**src/rtl/core/sdtq_pkg.sv**
```systemverilog
package sdtq_pkg;

	localparam int SDTQ_SLOTS = 16;
	localparam int SDTQ_ID_W  = 4;
	localparam int SDTQ_DL_W  = 32;

	localparam logic OP_TICK     = 1'b0;
	localparam logic OP_SCHEDULE = 1'b1;

	localparam logic STATUS_EXPIRED  = 1'b0;
	localparam logic STATUS_REJECTED = 1'b1;

	typedef struct packed {
		logic                 valid;
		logic [SDTQ_ID_W-1:0] id;
		logic [SDTQ_DL_W-1:0] deadline;
	} entry_t;

	typedef struct packed {
		logic   insert;
		logic   pop;
		entry_t new_entry;
	} cell_ctrl_t;

	// True when a - b, taken as a signed wrapping difference, is negative.
	function automatic logic wrap_before(input logic [SDTQ_DL_W-1:0] a,
		input logic [SDTQ_DL_W-1:0] b);
		logic [SDTQ_DL_W-1:0] diff;
		diff = a - b;
		return diff[SDTQ_DL_W-1];
	endfunction

endpackage

```
**src/rtl/core/sdtq_if.sv**
```systemverilog
interface sdtq_req_if;
	import sdtq_pkg::*;

	logic                 valid;
	logic                 ready;
	logic                 operation;
	logic [SDTQ_ID_W-1:0] timer_id;
	logic [SDTQ_DL_W-1:0] deadline;

	modport source (output valid, operation, timer_id, deadline, input ready);
	modport sink (input valid, operation, timer_id, deadline, output ready);
	modport monitor (input valid, ready, operation, timer_id, deadline);
endinterface

interface sdtq_rsp_if;
	import sdtq_pkg::*;

	logic                 valid;
	logic                 ready;
	logic [SDTQ_ID_W-1:0] fired_id;
	logic                 status;
	logic                 last;

	modport source (output valid, fired_id, status, last, input ready);
	modport sink (input valid, fired_id, status, last, output ready);
	modport monitor (input valid, ready, fired_id, status, last);
endinterface

```
**src/rtl/core/sdtq_cell.sv**
```systemverilog
module sdtq_cell (
	input  logic                clk,
	input  logic                arst_n,
	input  sdtq_pkg::cell_ctrl_t ctrl,
	input  sdtq_pkg::entry_t    prev_entry,
	input  sdtq_pkg::entry_t    next_entry,
	input  logic                taken_in,
	output logic                taken_out,
	output sdtq_pkg::entry_t    entry
);
	import sdtq_pkg::*;

	logic                 valid_q;
	logic [SDTQ_ID_W-1:0] id_q;
	logic [SDTQ_DL_W-1:0] deadline_q;
	logic                 match;
	entry_t               entry_d;

	assign entry = '{valid: valid_q, id: id_q, deadline: deadline_q};

	// The new deadline belongs here if this slot is free or holds a later deadline.
	assign match     = !valid_q || wrap_before(ctrl.new_entry.deadline, deadline_q);
	assign taken_out = taken_in || match;

	always_comb begin
		entry_d = entry;
		if (ctrl.insert) begin
			if (taken_in) begin
				entry_d = prev_entry;
			end else if (match) begin
				entry_d       = ctrl.new_entry;
				entry_d.valid = 1'b1;
			end
		end else if (ctrl.pop) begin
			entry_d = next_entry;
		end
	end

	always_ff @(posedge clk or negedge arst_n) begin
		if (!arst_n) begin
			valid_q <= 1'b0;
		end else begin
			valid_q <= entry_d.valid;
		end
	end

	always_ff @(posedge clk) begin
		id_q       <= entry_d.id;
		deadline_q <= entry_d.deadline;
	end

endmodule

```
**src/rtl/core/sorted_deadline_timer_queue_core.sv**
```systemverilog
// Channel  Role    Payload
// req      sink    operation, timer_id, deadline
// rsp      source  fired_id, status, last
//
// An item is taken while the block is idle; after that the block loads one
// result per cycle while rsp does not stall, popping the head cell of the
// chain for each expired timer; a rejection is loaded without a pop.
// Reset clears the tick count and the slot valid bits at once; no clearing pass.
// A stall on rsp holds the result in the output register and stops the drain;
// req stays low until the last result of the item has been loaded.
module sorted_deadline_timer_queue_core #(
	parameter int TIMER_SLOTS = sdtq_pkg::SDTQ_SLOTS
) (
	input  logic          clk,
	input  logic          arst_n,
	sdtq_req_if.sink      req,
	sdtq_rsp_if.source    rsp
);
	import sdtq_pkg::*;

	localparam logic ST_IDLE  = 1'b0;
	localparam logic ST_DRAIN = 1'b1;

	logic                 state_q;
	logic [SDTQ_DL_W-1:0] tick_q;
	logic                 rej_pend_q;
	logic [SDTQ_ID_W-1:0] rej_id_q;
	logic                 out_valid_q;
	logic [SDTQ_ID_W-1:0] out_id_q;
	logic                 out_status_q;
	logic                 out_last_q;

	entry_t     slot_entry [TIMER_SLOTS];
	entry_t     prev_link  [TIMER_SLOTS];
	entry_t     next_link  [TIMER_SLOTS];
	logic       taken      [TIMER_SLOTS+1];
	cell_ctrl_t ctrl;

	logic accept;
	logic full;
	logic head_exp;
	logic next_exp;
	logic out_free;
	logic load;
	logic load_last;

	assign req.ready = (state_q == ST_IDLE);
	assign accept    = req.valid && req.ready;
	assign full      = slot_entry[TIMER_SLOTS-1].valid;

	assign head_exp = slot_entry[0].valid && !wrap_before(tick_q, slot_entry[0].deadline);
	assign next_exp = slot_entry[1].valid && !wrap_before(tick_q, slot_entry[1].deadline);

	assign out_free  = !out_valid_q || rsp.ready;
	assign load      = (state_q == ST_DRAIN) && out_free && (rej_pend_q || head_exp);
	assign load_last = rej_pend_q ? !head_exp : !next_exp;

	assign ctrl.insert    = accept && (req.operation == OP_SCHEDULE) && !full;
	assign ctrl.pop       = load && !rej_pend_q;
	assign ctrl.new_entry = '{valid: 1'b1, id: req.timer_id, deadline: req.deadline};

	assign taken[0] = 1'b0;

	for (genvar i = 0; i < TIMER_SLOTS; i++) begin : g_slot
		if (i == 0) begin : g_first
			assign prev_link[i] = '0;
		end else begin : g_mid
			assign prev_link[i] = slot_entry[i-1];
		end
		if (i == TIMER_SLOTS - 1) begin : g_last
			assign next_link[i] = '0;
		end else begin : g_inner
			assign next_link[i] = slot_entry[i+1];
		end

		sdtq_cell u_cell (
			.clk        (clk),
			.arst_n     (arst_n),
			.ctrl       (ctrl),
			.prev_entry (prev_link[i]),
			.next_entry (next_link[i]),
			.taken_in   (taken[i]),
			.taken_out  (taken[i+1]),
			.entry      (slot_entry[i])
		);
	end

	always_ff @(posedge clk or negedge arst_n) begin
		if (!arst_n) begin
			state_q     <= ST_IDLE;
			tick_q      <= '0;
			rej_pend_q  <= 1'b0;
			out_valid_q <= 1'b0;
		end else begin
			if (accept) begin
				state_q    <= ST_DRAIN;
				rej_pend_q <= (req.operation == OP_SCHEDULE) && full;
				if (req.operation == OP_TICK) begin
					tick_q <= tick_q + 1'b1;
				end
			end else if (state_q == ST_DRAIN) begin
				if (load) begin
					rej_pend_q <= 1'b0;
					if (load_last) begin
						state_q <= ST_IDLE;
					end
				end else if (!rej_pend_q && !head_exp) begin
					state_q <= ST_IDLE;
				end
			end

			if (load) begin
				out_valid_q <= 1'b1;
			end else if (rsp.ready) begin
				out_valid_q <= 1'b0;
			end
		end
	end

	always_ff @(posedge clk) begin
		if (accept) begin
			rej_id_q <= req.timer_id;
		end
		if (load) begin
			out_id_q     <= rej_pend_q ? rej_id_q : slot_entry[0].id;
			out_status_q <= rej_pend_q ? STATUS_REJECTED : STATUS_EXPIRED;
			out_last_q   <= load_last;
		end
	end

	assign rsp.valid    = out_valid_q;
	assign rsp.fired_id = out_id_q;
	assign rsp.status   = out_status_q;
	assign rsp.last     = out_last_q;

endmodule

```
**src/flat_wrapper.sv**
```systemverilog
// flat-port wrapper written by rule: the top's interface ports become plain ports
module sorted_deadline_timer_queue_core_flat import sdtq_pkg::*;
#(
	parameter int TIMER_SLOTS = sdtq_pkg::SDTQ_SLOTS
)
  (clk, arst_n, req_valid, req_operation, req_timer_id, req_deadline, req_ready, rsp_valid, rsp_fired_id, rsp_status, rsp_last, rsp_ready);
  sdtq_req_if req_i ();
  sdtq_rsp_if rsp_i ();
  input  logic clk;
  input  logic arst_n;
  input wire logic [$bits(req_i.valid)-1:0] req_valid;
  input wire logic [$bits(req_i.operation)-1:0] req_operation;
  input wire logic [$bits(req_i.timer_id)-1:0] req_timer_id;
  input wire logic [$bits(req_i.deadline)-1:0] req_deadline;
  output wire logic [$bits(req_i.ready)-1:0] req_ready;
  output wire logic [$bits(rsp_i.valid)-1:0] rsp_valid;
  output wire logic [$bits(rsp_i.fired_id)-1:0] rsp_fired_id;
  output wire logic [$bits(rsp_i.status)-1:0] rsp_status;
  output wire logic [$bits(rsp_i.last)-1:0] rsp_last;
  input wire logic [$bits(rsp_i.ready)-1:0] rsp_ready;
  assign req_i.valid = req_valid;
  assign req_i.operation = req_operation;
  assign req_i.timer_id = req_timer_id;
  assign req_i.deadline = req_deadline;
  assign req_ready = req_i.ready;
  assign rsp_valid = rsp_i.valid;
  assign rsp_fired_id = rsp_i.fired_id;
  assign rsp_status = rsp_i.status;
  assign rsp_last = rsp_i.last;
  assign rsp_i.ready = rsp_ready;
  sorted_deadline_timer_queue_core #(.TIMER_SLOTS(TIMER_SLOTS)) u_core (.clk(clk), .arst_n(arst_n), .req(req_i), .rsp(rsp_i));
endmodule
```
**config.mk**
```make
export PLATFORM = sky130hd
export DESIGN_NAME = sorted_deadline_timer_queue_core_flat
export DESIGN_NICKNAME = d
export VERILOG_FILES = /design/src/rtl/core/sdtq_pkg.sv /design/src/rtl/core/sdtq_if.sv /design/src/rtl/core/sdtq_cell.sv /design/src/rtl/core/sorted_deadline_timer_queue_core.sv /design/src/flat_wrapper.sv
export SDC_FILE = /design/constraint.sdc
export NUM_CORES = 2
export LEC_CHECK = 0
export BUFFER_PORTS_ARGS = -buffer_cell sky130_fd_sc_hd__buf_2
export CAP_MARGIN = 20
export CORE_MARGIN = 5
export CORE_UTILIZATION = 56
export CTS_BUF_LIST = sky130_fd_sc_hd__clkbuf_16
export DETAILED_ROUTE_END_ITERATION = 10
export GPL_TIMING_DRIVEN = 0
export PLACE_DENSITY = 0.72
export RECOVER_POWER = 50
export SYNTH_ARGS = -nofsm -noshare
export SYNTH_HDL_FRONTEND = slang
export SYNTH_HIERARCHICAL = 1
export SYNTH_SLANG_ARGS = --single-unit
```
**constraint.sdc**
```tcl
create_clock -name clk -period 22.1 [get_ports clk]
set_input_delay 3.315 -clock clk [delete_from_list [all_inputs] [get_ports clk]]
set_output_delay 3.315 -clock clk [all_outputs]
set_load 0.05 [all_outputs]
```
==> results.tsv <==
metric	value	unit
run_status	complete, but fails checks	
violations	max-capacitance violations, max-slew violations	
crit_type	in -> reg	
core	81800	um2
setup_viol	0	
max_freq	54.5	MHz
cp_data_required_time	22.35	ns
drv_cap	9	
post-place-ws	4.96	ns
cts_tree	yes	
root_buffer	clkbuf_16	
hp-start	u_core/rej_pend_q	
antenna_left	0	
r2r_start	u_core/g_slot[0].u_cell/deadline_q[2]	
syn2layout_area_growth	9.13	%
holdPathEnd	u_core/rsp.status	
final.setup.worst_slack	3.76	ns
cts_max_level	3	
drt_pre_antenna_iters	6	
period_minus_slack	18.34	ns
initial_core_util	0.564	
regArea	18900	um2
wl_per_cell	17.8	um
antenna_found_initial	5	
fin_skew	0.0169	ns
multi_input_area	24500	um2
netlist_area	46200	um2
clk_path_buf_depth	3	
drc	0	
grt_pass1_wl	178	mm
p_leak	25.2	nW
drtIter0Drc	2077	
path_common_cell	clkbuf_1	
grt_max_degree	37	
cts_resized	0	
rrSetupSlack	7.27	ns
peakVddDrop	0.0000698	V
crit_arrival	18.60	ns
vias	34482	
critPathLaunchType	input pin	
tightestPinTransition	2.27	ns
cts_buffers	75	
grt_setup_unrepaired	false	
worst-r2r-cell-count	54	
whs	0.453	ns
rr_endpoint	u_core/g_slot[15].u_cell/deadline_q[7]	
end_kind	flop	
drive_above_1_share	0.0598	
p_per_area	106	nW/um2
die_h	297	um
fin_crit_sh	0.830	
portBuffers	48	
yosysWarnings	6	
synth_cells	4834	
layout.cells.non_filler	6176	
max_stage_delay	1.20	ns
grt_pass1_vias	35637	
die_area	88300	um2
hpwl	88.2	mm
wirelength	110	mm
dp.cells	6034	
place_congestion	0.861	
slew_viol_final	328	
crit_slowest_cell	clkbuf_1	
clk_latency	0.62	ns
hold_viol	0	
fin_util	0.615	
hold_class	reg -> reg	
fin_nets	5623	
die_x	297	um
hold_buffers	0	
grt_usage	0.242	
clock_sinks	637	
num_rows	105	
max_slew_margin	-0.514	
pin_count	49	
overflow	0	
min_path_cells	0	
postSynthAreaPerCell	9.55	um2
postCtsSetupRepairBufs	0	
path_clk_slew	0.06	ns
viasPerCell	5.58	
cp_max_fo	36	
num-fill-cells	6982	
fin_setup_tns	0	ns
==> power by group <==
part	switching, mW	internal, mW	leakage [nW]
Combinational	1.19	0.735	17.9
Clock	0.503	0.682	1.22
Sequential	0.325	1.93	6.05
==> flip-flops by register name, summed over array words and instances, names as in the netlist <==
name / cells
u_core/rej_id_q: 4
u_core/g_slot.u_cell/deadline_q: 512
u_core/state_q: 1
u_core/g_slot.u_cell/id_q: 64
u_core/tick_q: 32
u_core/rsp.fired_id: 4
u_core/g_slot.u_cell/valid_q: 16
u_core/rsp.status: 1
u_core/rsp.last: 1
u_core/rsp.valid: 1
u_core/rej_pend_q: 1
==> worst max-delay path by stage <==
stage,start,cells after the start,slack [ns],to
5_1_grt,req_deadline[2],54,2.72,u_core/g_slot[15].u_cell/deadline_q[11]
6_report,req_deadline[2],54,3.76,u_core/g_slot[15].u_cell/deadline_q[7]
3_5_place_dp,req_deadline[2],54,4.96,u_core/g_slot[15].u_cell/deadline_q[29]
2_1_floorplan,req_deadline[29],53,6.65,u_core/g_slot[15].u_cell/deadline_q[0]
3_3_place_gp,req_deadline[1],54,4.66,u_core/g_slot[15].u_cell/deadline_q[9]
4_1_cts,req_deadline[2],54,5.48,u_core/g_slot[15].u_cell/deadline_q[7]
==> layer usage <==
layer,global-route usage,wire length [um],up-vias
li1,-,-,17470
met1,0.295,46900,16105
met2,0.433,54200,670
met3,0.0241,3620,237
met4,0.113,5360,0
met5,0,0,-
==> cell usage in the layout, fill, tap and decap left out, types with 8 or more instances in the layout <==
cell type / count
buf_2: 70
mux2_2: 21
nand4_1: 40
nor2_1: 672
nor3_2: 17
clkinv_1: 17
o32a_2: 9
a211oi_1: 16
ha_1: 541
clkbuf_1: 115
nand2_1: 293
o21ai_2: 16
a221oi_2: 16
xnor2_1: 57
edfxtp_1: 586
a21oi_2: 32
and3_1: 8
buf_4: 16
inv_1: 562
or3b_1: 15
and4_1: 22
mux2i_1: 576
clkinv_2: 12
nor2b_1: 19
dfrtp_1: 51
buf_1: 75
o22a_1: 16
conb_1: 75
xor2_1: 10
o211ai_1: 17
nand3_1: 48
o21ai_0: 106
clkbuf_16: 76
a21oi_1: 823
==> area by class of cell <==
cell class,instances,share of cell area
Timing Repair Buffer,56,0.00596
Clock buffer,76,0.0378
Tap cell,1070,0.0266
Sequential cell,637,0.375
Clock inverter,61,0.00827
Antenna cell,5,0.000248
Multi-Input combinational cell,3503,0.487
Inverter,542,0.0404
Buffer,226,0.0190
==> worst max-delay path: cells and delay by family <==
| family | cells | cell delay (ns) |
|---|---|---|
| adder cells (fa/ha/maj) | 1 | 0.34 |
| AO/OA/AOI/OAI | 5 | 1.71 |
| buffers and inverters | 31 | 6.69 |
| AND/OR/NAND/NOR | 16 | 6.33 |
| XOR/XNOR | 1 | 0.20 |
==> metrics by stage <==
stage / power (mW) / instance area, um2
after floorplan: 3.59 / 46400
after global placement: 4.07 / 48000
after detailed placement: 4.17 / 48100
after CTS: 5.37 / 50500
after global routing: 5.76 / 50400
final: 5.36 / 50400
Power figures use the tool's default switching activity.
